==> config.mk <==
export PLATFORM = sky130hd
export DESIGN_NAME = rbmf_front_flat
export DESIGN_NICKNAME = d
export VERILOG_FILES = /design/src/rtl/rbmf_pkg.sv /design/src/rtl/rbmf_if.sv /design/src/rtl/rbmf_front.sv /design/src/flat_wrapper.sv
export SDC_FILE = /design/constraint.sdc
export NUM_CORES = 1
export LEC_CHECK = 0
export ABC_AREA = 1
export BUFFER_PORTS_ARGS = -buffer_cell sky130_fd_sc_hd__buf_2
export CAP_MARGIN = 5
export CORE_ASPECT_RATIO = 2
export CORE_MARGIN = 3
export CORE_UTILIZATION = 36
export CTS_BUF_LIST = sky130_fd_sc_hd__clkbuf_2
export CTS_CLUSTER_DIAMETER = 100
export DETAILED_ROUTE_END_ITERATION = 12
export GPL_ROUTABILITY_DRIVEN = 1
export SLEW_MARGIN = 20
export SYNTH_ARGS = -nofsm -noshare
export SYNTH_HDL_FRONTEND = slang
export SYNTH_SLANG_ARGS = --single-unit
export TNS_END_PERCENT = 5
==> constraint.sdc <==
create_clock -name clk -period 6.05 [get_ports clk]
set_input_delay 1.5125 -clock clk [delete_from_list [all_inputs] [get_ports clk]]
set_output_delay 1.5125 -clock clk [all_outputs]
set_load 0.05 [all_outputs]
==> src/rtl/rbmf_pkg.sv <==
// Package for the RGB box mean filter: default sizes, the queued item type
// and the back-end state encoding. Depends on nothing.
package rbmf_pkg;

    // Default size limits handed to the top-level parameters.
    localparam int DEF_MAX_COLS = 1024;
    localparam int DEF_MAX_ROWS = 1024;
    localparam int DEF_MAX_HALF = 7;

    // Depth of the queue between the front and the back end.
    localparam int QUEUE_DEPTH = 4;

    // Configuration register indexes.
    localparam logic [1:0] REG_HALF_WIDTH = 2'd0;
    localparam logic [1:0] REG_IMAGE_ROWS = 2'd1;
    localparam logic [1:0] REG_IMAGE_COLS = 2'd2;

    // Reset values of the configuration registers.
    localparam logic [2:0]  RST_HALF_WIDTH = 3'd1;
    localparam logic [10:0] RST_IMAGE_ROWS = 11'd1024;
    localparam logic [10:0] RST_IMAGE_COLS = 11'd1024;

    // Item modes.
    localparam logic MODE_PIXEL = 1'b0;
    localparam logic MODE_FLUSH = 1'b1;

    // One word as it waits in the queue.
    typedef struct packed {
        logic       mode;
        logic [7:0] blue;
        logic [7:0] green;
        logic [7:0] red;
    } item_t;

    // Back-end sequencer states.
    typedef enum logic [2:0] {
        S_IDLE,
        S_CHECK,
        S_READ,
        S_DRAIN,
        S_DIV,
        S_OUT
    } eng_state_t;

endpackage

==> src/rtl/rbmf_if.sv <==
// Stream interfaces for the RGB box mean filter: pixel input and mean output.
// Depends on nothing.
interface rbmf_in_if;
    logic       valid;
    logic       ready;
    logic       mode;
    logic [7:0] red_in;
    logic [7:0] green_in;
    logic [7:0] blue_in;

    modport source (output valid, mode, red_in, green_in, blue_in, input ready);
    modport sink (input valid, mode, red_in, green_in, blue_in, output ready);
endinterface


==> src/rtl/rbmf_front.sv <==
// Front end of the RGB box mean filter: accepts words and queues them for the
// back end. Depends on rbmf_pkg and rbmf_in_if.
module rbmf_front (
    input  logic           clk,
    input  logic           rst_n,
    rbmf_in_if.sink        pix_in,
    output rbmf_pkg::item_t item,
    output logic           item_vld,
    input  logic           item_pop
);

    localparam int PTR_W = $clog2(rbmf_pkg::QUEUE_DEPTH);
    localparam int CNT_W = $clog2(rbmf_pkg::QUEUE_DEPTH + 1);

    rbmf_pkg::item_t  queue_mem [rbmf_pkg::QUEUE_DEPTH];
    logic [PTR_W-1:0] wr_ptr_reg;
    logic [PTR_W-1:0] rd_ptr_reg;
    logic [CNT_W-1:0] count_reg;
    logic             push;
    logic             pop;

    // A word is taken whenever a slot is free.
    assign pix_in.ready = (count_reg != CNT_W'(rbmf_pkg::QUEUE_DEPTH));
    assign push         = pix_in.valid && pix_in.ready;
    assign pop          = item_pop && item_vld;
    assign item_vld     = (count_reg != '0);
    assign item         = queue_mem[rd_ptr_reg];

    // Queue storage.
    always_ff @(posedge clk)
    begin
        if (push)
        begin
            queue_mem[wr_ptr_reg] <= '{mode: pix_in.mode, blue: pix_in.blue_in,
                                       green: pix_in.green_in, red: pix_in.red_in};
        end
    end

    // Pointers and fill count.
    always_ff @(posedge clk or negedge rst_n)
    begin
        if (!rst_n)
        begin
            wr_ptr_reg <= '0;
            rd_ptr_reg <= '0;
            count_reg  <= '0;
        end
        else
        begin
            if (push)
            begin
                wr_ptr_reg <= (wr_ptr_reg == PTR_W'(rbmf_pkg::QUEUE_DEPTH - 1)) ?
                              '0 : wr_ptr_reg + 1'b1;
            end
            if (pop)
            begin
                rd_ptr_reg <= (rd_ptr_reg == PTR_W'(rbmf_pkg::QUEUE_DEPTH - 1)) ?
                              '0 : rd_ptr_reg + 1'b1;
            end
            if (push && !pop)
            begin
                count_reg <= count_reg + 1'b1;
            end
            else if (pop && !push)
            begin
                count_reg <= count_reg - 1'b1;
            end
        end
    end

endmodule

==> src/flat_wrapper.sv <==
// flat-port wrapper written by rule: the top's interface ports become plain ports
module rbmf_front_flat 
  (clk, rst_n, item, item_vld, item_pop, pix_in_valid, pix_in_mode, pix_in_red_in, pix_in_green_in, pix_in_blue_in, pix_in_ready);
  rbmf_in_if pix_in_i ();
  input  logic clk;
  input  logic rst_n;
  output rbmf_pkg::item_t item;
  output logic item_vld;
  input  logic item_pop;
  input wire logic [$bits(pix_in_i.valid)-1:0] pix_in_valid;
  input wire logic [$bits(pix_in_i.mode)-1:0] pix_in_mode;
  input wire logic [$bits(pix_in_i.red_in)-1:0] pix_in_red_in;
  input wire logic [$bits(pix_in_i.green_in)-1:0] pix_in_green_in;
  input wire logic [$bits(pix_in_i.blue_in)-1:0] pix_in_blue_in;
  output wire logic [$bits(pix_in_i.ready)-1:0] pix_in_ready;
  assign pix_in_i.valid = pix_in_valid;
  assign pix_in_i.mode = pix_in_mode;
  assign pix_in_i.red_in = pix_in_red_in;
  assign pix_in_i.green_in = pix_in_green_in;
  assign pix_in_i.blue_in = pix_in_blue_in;
  assign pix_in_ready = pix_in_i.ready;
  rbmf_front u_core (.clk(clk), .rst_n(rst_n), .pix_in(pix_in_i), .item(item), .item_vld(item_vld), .item_pop(item_pop));
endmodule
Yosys cells after proc, flatten, opt, wreduce, memory -nomap -nowiden
Memories as Yosys holds them, arrays and structs flattened.
Cells that the tools add are included.
{"block": "classes", "add_sub_neg": 4, "eq_ne": 3, "mux": 6, "reduce_logical": 8}
{"cell": "$mux W3", "count": 2}
{"cell": "$add A2 B1 Y2 const B", "count": 2}
{"cell": "$eq A2 B2 Y1 const B", "count": 2}
{"cell": "$logic_and A1 B1 Y1", "count": 4}
{"cell": "$mux W2", "count": 2}
{"cell": "$add A3 B1 Y3 const B", "count": 1}
{"cell": "$ne A3 B3 Y1 const B", "count": 1}
{"cell": "$reduce_bool A3 Y1", "count": 1}
{"cell": "$sub A3 B1 Y3 const B", "count": 1}
{"cell": "$logic_not A1 Y1", "count": 2}
{"cell": "$mux W1", "count": 2}
{"cell": "$reduce_bool A2 Y1", "count": 1}
{"block": "word_totals", "ff_bits": 7, "mem_bits_rw": 100, "input_bits": 29, "out_inout_bits": 27, "elab_cells": 25, "n_memories": 1}
{"memory": "u_core.queue_mem", "words": 4, "word_bits": 25, "read_ports": 1, "rd_clocked_by_memory_dff": 0, "wr": 1, "line": "rbmf_front.sv:15", "source": "rbmf_pkg::item_t queue_mem [rbmf_pkg::QUEUE_DEPTH];"}

Longest topological paths before layout
{"block": "depth", "depth_word": 6, "ltp_mapped": 12, "mapped_depth_nobuf": 12}

Least setup slack after synthesis
No wires, ideal clock.
{"block": "synth_path", "path_type": "input to register", "startpoint": "input pix_in_valid", "endpoint": "memory u_core.queue_mem[0][0] (netlist name) (enable)", "setup_ns": 0.407, "arrival_time_ns": 2.761, "t_required_ns": 5.643, "setup_slack_ns": 2.882, "path_stages": 2, "n_path_buf": 0, "path_cell_list": "nand2_1 nor2_1"}
{"block": "synth_between", "elab_chain_len": 3}
{"item": "start: declaration", "line": "flat_wrapper.sv:10", "source": "input wire logic [$bits(pix_in_i.valid)-1:0] pix_in_valid;"}
{"item": "$logic_and A1 B1 Y1", "line": "rbmf_front.sv:24", "source": "assign push = pix_in.valid && pix_in.ready;"}
{"item": "$mux W1", "line": "rbmf_front.sv:32", "source": "if (push)"}
{"item": "$mux W1 (implied by the code)", "line": "rbmf_front.sv:34", "source": "queue_mem[wr_ptr_reg] <= '{mode: pix_in.mode, blue: pix_in.blue_in,"}
{"item": "end: declaration", "line": "rbmf_front.sv:15"}
No other way between the ends.

==> flow_summary_export.csv <==
group,metric,value,unit
sta,hold_violations,0,
sta,setup_tns,0,ns
yosys,synth_cell_type_count,17,
yosys,ys_warn_count,0,
sta,fin_crit_sh,64.7,%
routing,wl_met1,3.07,mm
yosys,synth_nets,386,
clock_network,cts.sinks,107,
yosys,synthArstFlopShare,6.54,%
sta,max_freq,0.256,GHz
worst_setup_path,crit_buf_inv,1,
cells_and_area,nets,436,
placed_design,postPlaceCellArea,0.00480,mm²
pwr,leakagePower,0.00197,µW
pwr,p_switching,1230,µW
placed_design,dp_hpwl,5.41,mm
clock_network,clock_latency,0.59,ns
pwr,fin_total_pwr,2580,µW
placed_design,dp_cells,534,
cells_and_area,fillers,1137,
sta,min_period,3.91,ns
routing,vias,2591,
cells_and_area,post-route-cell-area,0.00492,mm²
clock_network,cts-root-buf,"clkbuf_2",
clock_network,cts_setup_buffers,0,
worst_setup_path,cpPeakStageDelay,1.13,ns
sta,worstMarginPinSlew,0.983,ns
yosys,ys_seq_area_share,72.1,%
pwr,pwr-share-clk,12.9,%
sta,setup_viol,0,
yosys,synth_area,0.00441,mm²
pwr,max-vdd-ir-drop,0.216,mV
pwr,intPower,1350,µW
pwr,power_frac_seq,44.4,%
sta,rsz0062_at_grt,"false",
outcome,outcome,"finished, final reports clean",
worst_setup_path,critPathRequiredTime,4.54,ns
cells_and_area,final_cells,552,
routing,wl,8.31,mm
die,coreArea,0.0118,mm²
worst_setup_path,cp.arrival,2.40,ns
clock_network,clk_pin_slew,0.26,ns
run,max-cap-violations,0,
routing,drc,0,
global_routing,grt_pass1_wl,13.6,mm
worst_setup_path,path_delay_family,"flip-flops",
cells_and_area,drive_gt1_share,19.5,%
worst_hold_path,holdCritPathClass,"flop to flop",
global_routing,antenna_found_initial,2,
die,initial_core_util,37.2,%
clock_network,cts_hold_buf,0,
clock_network,cts_tree,"done",
routing,avgViaCountPerCell,4.69,
global_routing,overflow,0,
clock_network,cts_buffer_depth,2,
routing,firstDrtPassIters,5,
yosys,synth_area_per_cell,12.6,µm²
sta,holdWs,0.544,ns
yosys,synth-main-ff-cell,"edfxtp_1",
cells_and_area,syn_to_final_growth,11.7,%
worst_setup_path,cp_max_fo,103,
clock_network,numCtsBuffers,9,
routing,top_layer_used,"met4",
yosys,synth_seq_cells,107,
routing,drtIter0Drc,264,
routing,wl_per_cell,15.1,µm
die,dieArea,0.0137,mm²
sta,slew_violations,0,
pwr,switching_share,47.8,%
worst_setup_path,crit_chain,"o211ai_1, nand2_1, buf_2",
pwr,power_frac_comb,42.8,%
die,die_h,163,µm
yosys,postSynthCellCount,350,
yosys,synth_edf_count,100,
placed_design,io_buffers,55,
die,std_cell_rows,56,
clock_network,cts_max_level,3,
sta,relSlewSlack,34.4,%
routing,route.met2.wl,4.75,mm
pwr,powerDensity,524,mW/mm²
global_routing,grtUsageTotal,12.9,%
global_routing,grt_pass1_vias,2814,
die,design.portCount,56,
worst_setup_path,crit_type,"flop to output port",
worst_setup_path,crit_slowest_cell,"dfrtp_4",
routing,wl_met3,302,µm
placed_design,finalWeightedCongestion,0.736,
worst_setup_path,end_kind,"output port",
sta,skew,0.0341,ns
routing,postRouteAntennaNets,0,
clock_network,cts_resized,0,
cells_and_area,largest_register_ffs,100,
die,die_w,84.3,µm
worst_setup_path,critPathLaunchType,"flop",
global_routing,grt_max_degree,104,
## path summary, 6_finish.rpt
check / endpoint / slack [ns] / depth (start not counted) / startpoint
hold reg to reg: u_core.count_reg[2]$_DFFE_PN0P_ / 0.54 / 2 / u_core.count_reg[2]$_DFFE_PN0P_
hold / removal: u_core.count_reg[2]$_DFFE_PN0P_ / 0.54 / 2 / u_core.count_reg[2]$_DFFE_PN0P_
min in group asynchronous: u_core.count_reg[2]$_DFFE_PN0P_ / 0.73 / 1 / rst_n
setup reg to reg: u_core.count_reg[1]$_DFFE_PN0P_ / 3.92 / 9 / u_core.count_reg[0]$_DFFE_PN0P_
max in group asynchronous: u_core.rd_ptr_reg[1]$_DFFE_PN0P_ / 5.14 / 1 / rst_n
setup / recovery: item[4] / 2.14 / 3 / u_core.rd_ptr_reg[0]$_DFFE_PN0P_
## power by group through the flow
stage / clock network [µW] / logic (µW) / registers (µW)
final: 332 / 1100 / 1150
after detailed placement: 0 / 1130 / 1160
after floorplan: 0 / 985 / 1030
after global routing: 377 / 1210 / 1170
after CTS: 342 / 1130 / 1150
after global placement: 0 / 1100 / 1150
## kinds of logic after synthesis
logic type                 Yosys count  synth area share, %
DFF                                107                 72.1
and+or+nand+nor                    104                 9.11
buffers and inverters               80                 7.86
AOI/OAI and AO/OA                   51                 8.62
adders and majority gates            7                 2.16
xor gates and xnor gates             1                0.199
## cell type report
| type | instances | area [µm²] | share of cell area (%) |
|---|---|---|---|
| Inverter | 64 | 243 | 4.93 |
| Timing Repair Buffer | 55 | 275 | 5.59 |
| Antenna cell | 2 | 5.00 | 0.102 |
| Multi-Input combinational cell | 163 | 916 | 18.6 |
| Clock inverter | 7 | 76.3 | 1.55 |
| Clock buffer | 9 | 45.0 | 0.915 |
| Sequential cell | 107 | 3180 | 64.6 |
| Tap cell | 145 | 181 | 3.68 |
## per-layer routing
metal	up-vias	global-route usage, %
met1	1235	13.0
met3	9	2.84
li1	1298	-
met2	49	24.3
met5	-	0
met4	0	6.59
## worst register-to-register path: stages, from the launching register on
cell	delay (ns)
dfrtp_1	0.49
inv_2	0.07
nand3_1	0.15
nand2_1	0.40
inv_1	0.09
ha_1	0.21
inv_1	0.09
fa_1	0.41
nand2_1	0.08
o21ai_0	0.07
## per-stage QoR
step                      setup slack (ns)  util, %
after CTS                             1.88     41.5
after detailed placement              2.56     40.5
final                                 2.14     41.6
after global routing                  1.92     41.6
after floorplan                       2.88        -
after global placement                2.59     40.5
## placed cells by master (no fill, tap or decap), drive strengths merged
cell and n:
edfxtp 100, nand2 90, inv 66, buf 55
o211ai 50, clkbuf 9, nand3 7, dfrtp 7
ha 6, nor2 6, clkinv 3, diode 2
o21ai 1, xnor2 1, nand4 1, fa 1
clkinvlp 1, bufinv 1
## synthesized netlist by cell type (2+ instances only)
cell      number  area [µm²]
edfxtp_1     100        3000
nand2_1       90         338
inv_1         61         229
o211ai_1      50         375
buf_2          8        40.0
buf_4          7        52.6
dfrtp_1        7         175
nand3_1        7        35.0
ha_1           6        75.1
nor2_1         6        22.5
inv_2          2        7.51
No activity file was read; power rests on OpenSTA's default activity.
